$ cat config.mk
export PLATFORM = sky130hd
export DESIGN_NAME = r2y_csc
export DESIGN_NICKNAME = d
export VERILOG_FILES = /design/src/r2y_pkg.sv /design/src/r2y_csc.sv
export SDC_FILE = /design/constraint.sdc
export NUM_CORES = 1
export LEC_CHECK = 0
export BUFFER_PORTS_ARGS = -buffer_cell sky130_fd_sc_hd__buf_2
export CAP_MARGIN = 10
export CORE_ASPECT_RATIO = 1.25
export CORE_MARGIN = 2
export CORE_UTILIZATION = 65
export CTS_CLUSTER_DIAMETER = 80
export DETAILED_ROUTE_END_ITERATION = 10
export GPL_TIMING_DRIVEN = 0
export PLACE_DENSITY_LB_ADDON = 0.25
export SLEW_MARGIN = 15
export SYNTH_ARGS = -nofsm -noshare
export SYNTH_HDL_FRONTEND = slang
export SYNTH_SLANG_ARGS = --single-unit
$ cat constraint.sdc
create_clock -name clk_i -period 6.4 [get_ports clk_i]
set_input_delay 1.28 -clock clk_i [delete_from_list [all_inputs] [get_ports clk_i]]
set_output_delay 1.28 -clock clk_i [all_outputs]
set_load 0.05 [all_outputs]
$ cat src/r2y_pkg.sv
// ----------------------------------------------------------------------------
// r2y_pkg
// Shared types and constants for the RGB to YCbCr 4:2:0 converter.
// ----------------------------------------------------------------------------
package r2y_pkg;

  localparam int unsigned PIX_W  = 8;   // one colour component
  localparam int unsigned PAIR_W = 9;   // sum of two components
  localparam int unsigned TOT_W  = 10;  // sum of four components
  localparam int unsigned ENTRY_W = 3 * PAIR_W;

  localparam int unsigned CFG_W     = 13;
  localparam int unsigned CFG_IDX_W = 1;

  localparam logic [CFG_W-1:0] FRAME_WIDTH_RST  = 13'd1920;
  localparam logic [CFG_W-1:0] FRAME_HEIGHT_RST = 13'd1080;
  localparam logic [CFG_W-1:0] DIM_MIN          = 13'd2;
  localparam logic [CFG_W-1:0] HEIGHT_MAX       = 13'd4096;

  // luma weights, Q16
  localparam logic [15:0] Y_KR = 16'd13933;
  localparam logic [15:0] Y_KG = 16'd46871;
  localparam logic [15:0] Y_KB = 16'd4732;

  // chroma weights, Q16; the unit weight 32768 is a shift by 15
  localparam logic [14:0] CB_KR = 15'd7510;
  localparam logic [14:0] CB_KG = 15'd25258;
  localparam logic [14:0] CR_KG = 15'd29767;
  localparam logic [14:0] CR_KB = 15'd3001;
  localparam int unsigned UNIT_SHIFT = 15;

  localparam int unsigned CHR_W = 28;
  localparam logic [CHR_W-1:0] CHROMA_OFS = 28'd33554432;  // 128 << 18

  localparam logic [PIX_W-1:0] BYTE_MAX = 8'd255;

  typedef enum logic [CFG_IDX_W-1:0] {
    CFG_FRAME_WIDTH  = 1'b0,
    CFG_FRAME_HEIGHT = 1'b1
  } cfg_idx_e;

  // one pixel on its way into the colour matrix
  typedef struct packed {
    logic [PIX_W-1:0] red;
    logic [PIX_W-1:0] green;
    logic [PIX_W-1:0] blue;
    logic [TOT_W-1:0] tot_r;
    logic [TOT_W-1:0] tot_g;
    logic [TOT_W-1:0] tot_b;
    logic             chroma;
    logic             last;
  } r2y_item_t;

endpackage

$ cat src/r2y_csc.sv
// ----------------------------------------------------------------------------
// r2y_csc
// Colour matrix: registered products, then sums, clamp and output register.
// ----------------------------------------------------------------------------
module r2y_csc (
  input  logic                 clk_i,
  input  logic                 rst_ni,
  input  logic                 item_valid_i,
  output logic                 item_ready_o,
  input  r2y_pkg::r2y_item_t   item_i,
  output logic                 m_axis_tvalid,
  input  logic                 m_axis_tready,
  output logic [23:0]          m_axis_tdata,   // luma, cb, cr
  output logic                 m_axis_tuser,   // chroma_valid
  output logic                 m_axis_tlast    // frame_last
);

  localparam int unsigned YP_W = 24;
  localparam int unsigned CP_W = 25;

  function automatic logic [7:0] clamp_q18(input logic [r2y_pkg::CHR_W-1:0] v);
    logic [7:0] res;
    if (v[r2y_pkg::CHR_W-1]) begin
      res = '0;
    end else if (|v[r2y_pkg::CHR_W-2:26]) begin
      res = r2y_pkg::BYTE_MAX;
    end else begin
      res = v[25:18];
    end
    return res;
  endfunction

  logic s2_v_q, out_v_q;
  logic s2_rdy, out_rdy;

  logic [YP_W-1:0] y_r_q, y_g_q, y_b_q;
  logic [CP_W-1:0] cb_r_q, cb_g_q, cr_g_q, cr_b_q, u_b_q, v_r_q;
  logic            s2_chroma_q, s2_last_q;

  logic [YP_W+1:0]            y_sum;
  logic [r2y_pkg::CHR_W-1:0]  u_sum, v_sum;
  logic [7:0]                 luma_d, cb_d, cr_d;

  logic [23:0] out_data_q;
  logic        out_user_q, out_last_q;

  assign out_rdy      = !out_v_q || m_axis_tready;
  assign s2_rdy       = !s2_v_q || out_rdy;
  assign item_ready_o = s2_rdy;

  always_ff @(posedge clk_i or negedge rst_ni) begin
    if (!rst_ni) begin
      s2_v_q  <= 1'b0;
      out_v_q <= 1'b0;
    end else begin
      if (s2_rdy) s2_v_q <= item_valid_i;
      if (out_rdy) out_v_q <= s2_v_q;
    end
  end

  // product stage
  always_ff @(posedge clk_i) begin
    if (s2_rdy && item_valid_i) begin
      y_r_q  <= YP_W'(item_i.red)   * YP_W'(r2y_pkg::Y_KR);
      y_g_q  <= YP_W'(item_i.green) * YP_W'(r2y_pkg::Y_KG);
      y_b_q  <= YP_W'(item_i.blue)  * YP_W'(r2y_pkg::Y_KB);
      cb_r_q <= CP_W'(item_i.tot_r) * CP_W'(r2y_pkg::CB_KR);
      cb_g_q <= CP_W'(item_i.tot_g) * CP_W'(r2y_pkg::CB_KG);
      cr_g_q <= CP_W'(item_i.tot_g) * CP_W'(r2y_pkg::CR_KG);
      cr_b_q <= CP_W'(item_i.tot_b) * CP_W'(r2y_pkg::CR_KB);
      u_b_q  <= CP_W'(item_i.tot_b) << r2y_pkg::UNIT_SHIFT;
      v_r_q  <= CP_W'(item_i.tot_r) << r2y_pkg::UNIT_SHIFT;
      s2_chroma_q <= item_i.chroma;
      s2_last_q   <= item_i.last;
    end
  end

  always_comb begin
    y_sum = (YP_W+2)'(y_r_q) + (YP_W+2)'(y_g_q) + (YP_W+2)'(y_b_q);
    u_sum = r2y_pkg::CHROMA_OFS + r2y_pkg::CHR_W'(u_b_q)
            - r2y_pkg::CHR_W'(cb_r_q) - r2y_pkg::CHR_W'(cb_g_q);
    v_sum = r2y_pkg::CHROMA_OFS + r2y_pkg::CHR_W'(v_r_q)
            - r2y_pkg::CHR_W'(cr_g_q) - r2y_pkg::CHR_W'(cr_b_q);
    luma_d = (|y_sum[YP_W+1:YP_W]) ? r2y_pkg::BYTE_MAX : y_sum[YP_W-1:16];
    // no block completed: chroma reads as zero
    cb_d = s2_chroma_q ? clamp_q18(u_sum) : '0;
    cr_d = s2_chroma_q ? clamp_q18(v_sum) : '0;
  end

  always_ff @(posedge clk_i) begin
    if (out_rdy && s2_v_q) begin
      out_data_q <= {cr_d, cb_d, luma_d};
      out_user_q <= s2_chroma_q;
      out_last_q <= s2_last_q;
    end
  end

  assign m_axis_tvalid = out_v_q;
  assign m_axis_tdata  = out_data_q;
  assign m_axis_tuser  = out_user_q;
  assign m_axis_tlast  = out_last_q;

endmodule
==> implementation parameters <==
Parameter                              Value

STA
  Post-Route Setup TNS ... 0 ns
  Period Utilization, post-route ... 93.4%
  Final critical-path required period ... 5.98 ns
  Fin Hold WS ... 0.520 ns
  Number of endpoints failing setup at the final stage ... 0
  Unrepaired setup endpoints after global routing ... no
  Hold Violations, Final ... 0
  Actual transition at the worst max-transition pin ... 0.772 ns
  Highest Clock Rate ... 167 MHz
  Fin. max-slew vios ... 0
  Slew Limit Headroom ... 47.9%
  Clock skew ... 0.0327 ns

Global route
  Overall global routing resource usage ... 27.7%
  Grt ovf ... 0
  Number of global-route vias before repair ... 18400
  Antenna violations before repair ... 0
  Wire length of the first global-routing pass ... 87200 µm
  Maximum number of pins on one net before global-route repair ... 63

Yosys
  Async set-or-reset flop fraction in the synthesized netlist ... 0.985%
  Proportion of synthesized chip area in sequential cells ... 24.4%
  Post-Synthesis Net Count ... 3187
  Synth warn ... 0
  Cells after Synth ... 2340
  Cell Area, Synth ... 25000 µm²
  Post-synth EDFFs ... 201
  Average cell area after synthesis ... 10.7 µm²
  Main flop type after synthesis ... edfxtp_1
  Register bit count reported by yosys ... 203
  Number of distinct standard cells referenced by the synthesized netlist ... 71

CTS
  Clock net sink count ... 203
  TritonCTS clock tree ... yes
  Clock tree root buffer cell ... clkbuf_16
  Hold-fix buffers, CTS ... 0
  Register clock-pin slew on the reported worst setup and hold paths ... 0.07 ns
  Number of cells upsized or downsized after cts ... 0
  Clk Latency, worst-skew pair ... 0.54 ns
  Count of H-tree levels built during CTS ... 1
  CTS Buffer Depth ... 3
  Number of clock buffers inserted by TritonCTS ... 23
  Post-CTS Setup Inserts ... 0

Finish
  Most common cell after layout, fill and taps aside ... inv_1
  Proportion of layout cells with a drive suffix above 1 ... 5.91%
  Post-layout util ... 70.7%
  Final layout net count ... 3302
  Final std cells w/o fill ... 2964
  Final std cell area, no fill ... 26900 µm²
  Syn-to-layout area delta ... 7.63%
  Most used cells in the layout excluding fill and tap cells ... inv_1 (545), ha_1 (542), fa_1 (245)

Floorplan
  Area of the core ... 38000 µm²
  Floorplan die width ... 179 µm
  Die outline height ... 223 µm
  Starting density of the core ... 65.7%
  Number of top-level pins ... 88
  Standard-cell rows ... 80
  Total Die Area ... 40000 µm²

Power
  Reported net switching power ... 5880 µW
  IR drop worst, VDD ... 0.239 mV
  Pleak ... 0.0138 µW
  Clock power share ... 10.5%
  Sw frac ... 45.5%
  Seq pwr share ... 20.8%
  Pwr/cell area ... 481 nW/µm²
  Int Power ... 7050 µW
  Combinational cell fraction of total power ... 68.7%

Route
  Total Routed Length ... 51900 µm
  Final antenna-violating net count ... 0
  Number of DRC markers in iteration 0 ... 672
  Detail-routed via count per cell ... 5.61
  Drt drc ... 0
  Detailed-router iteration count before antenna repair ... 5
  Drt wl/cell ... 17.5 µm
  Vias post-DR ... 16600

Outcome
  Result of the run ... finished, final reports clean

Setup path
  Max FO, Critical Path ... 6
  Capturing element type of the critical path ... register
  Worst setup startpoint ... item_i[29]
  Cell count of the worst reg-to-reg path ... 10
  Critical path required time ... 6.69 ns
  Worst Setup EP ... cb_r_q[22]
  Startpoint of the lowest-slack register-to-register path ... y_r_q[2]
  Reg2Reg Capture Point ... m_axis_tdata[0]
  Crit start category ... input port
  Category of the critical setup timing path ... in2reg
  Data arrival time of the critical path ... 6.27 ns
  Register-to-Register Setup Slack ... 2.70 ns

Placed design
  HPWL after detailed placement ... 43800 µm
  Placed standard-cell area ... 26100 µm²
  Count of port buffers added during placement ... 87
  Instance count after placement with tap cells included ... 2922
  Weighted congestion reported at the end of routability-driven placement ... 0.918

Hold path
  Class of the tightest hold or removal check ... in2async

Flow run
  Number of maximum-capacitance violations ... 0
cell families after synthesis:
| logic type | Yosys count | share of synthesized area [%] |
|---|---|---|
| xor gates and xnor gates | 143 | 5.02 |
| DFF | 203 | 24.4 |
| AOI/OAI and AO/OA | 332 | 8.96 |
| adders and majority gates | 787 | 46.8 |
| muxes | 1 | 0.0401 |
| and+or+nand+nor | 326 | 6.57 |
| buffers and inverters | 548 | 8.24 |
final cells by class:
class                   instances  area, µm²
multi-input cells            1589      16800
well taps                     492        616
diodes                          2       5.00
inverters                     547       2050
repair buffers                 90        510
clock buffers                  24        589
flip-flops and latches        203       6090
clock inverters                16        180
fillers                      2790      11200
plain buffers                   1       3.75
layer usage:
| metal | routed length, µm | global-route usage [%] | part of all wire, % |
|---|---|---|---|
| met1 | 19600 | 30.7 | 38 |
| met2 | 27400 | 50.6 | 53 |
| met3 | 1710 | 3.44 | 3.3 |
| met4 | 3240 | 15.2 | 6.2 |
| met5 | 0 | 0 | 0 |
critical path, cell delays in order:
cell,delay [ns]
buf_2,0.17
ha_1,0.39
inv_1,0.10
fa_1,0.52
inv_1,0.06
fa_1,0.51
fa_1,0.56
inv_1,0.06
fa_1,0.50
inv_1,0.04
ha_1,0.36
a2111oi_1,0.48
nand2b_1,0.13
o211ai_1,0.15
nor3_1,0.11
nor3b_1,0.33
o21a_1,0.19
o21bai_1,0.07
a21oi_1,0.18
xnor2_1,0.08
power by group through the flow:
stage	registers [µW]	clock network, µW	logic [µW]
floorplan	2820	0	6670
global placement	2710	0	8480
detailed placement	2700	0	8800
CTS	2680	1380	8920
global route	2730	1430	10100
finish	2680	1360	8880
sequential cells by signal, indices dropped and copies added (netlist names):
name and count:
m_axis_tdata 24, y_b_q 19, m_axis_tvalid 1, v_r_q 10, cr_b_q 19, m_axis_tlast 1, s2_chroma_q 1, m_axis_tuser 1
s2_last_q 1, y_r_q 22, cb_r_q 21, cb_g_q 23, cr_g_q 25, s2_v_q 1, y_g_q 24, u_b_q 10
cells in the mapped netlist, types with 10 or more instances:
library cell	n	area [µm²]
a21oi_1	92	460
o21ai_1	31	155
nand3_1	31	155
nor2b_1	28	175
xor2_1	42	368
and3_1	12	75.1
nand2b_1	25	156
ha_1	542	6780
o21a_1	17	128
o21bai_1	16	120
nor3_1	25	125
a211oi_1	10	75.1
a21o_1	58	435
inv_1	545	2050
a31oi_1	14	87.6
edfxtp_1	201	6040
o21ai_0	19	95.1
nand2_1	55	206
o211ai_1	14	105
and2_1	15	93.8
o2111ai_1	12	105
fa_1	245	4900
nand4_1	14	87.6
nor2_1	92	345
xnor2_1	101	885
worst min path at each step:
stage / from / end / slack (ns) / cells after the start
floorplan: s2_last_q / m_axis_tlast / 0.40 / 0
global placement: s2_v_q / m_axis_tvalid / 0.47 / 1
detailed placement: s2_v_q / m_axis_tvalid / 0.50 / 1
CTS: rst_ni / m_axis_tvalid / 0.50 / 1
global route: rst_ni / s2_v_q / 0.51 / 1
finish: rst_ni / m_axis_tvalid / 0.52 / 1
through the flow:
step | total power, µW | setup slack, ns
floorplan | 9500 | 0.0415
global route | 14300 | 0.0884
CTS | 13000 | 0.364
global placement | 11200 | -1.15
detailed placement | 11500 | -0.176
finish | 12900 | 0.425
No activity file was read; power rests on OpenSTA's default activity.
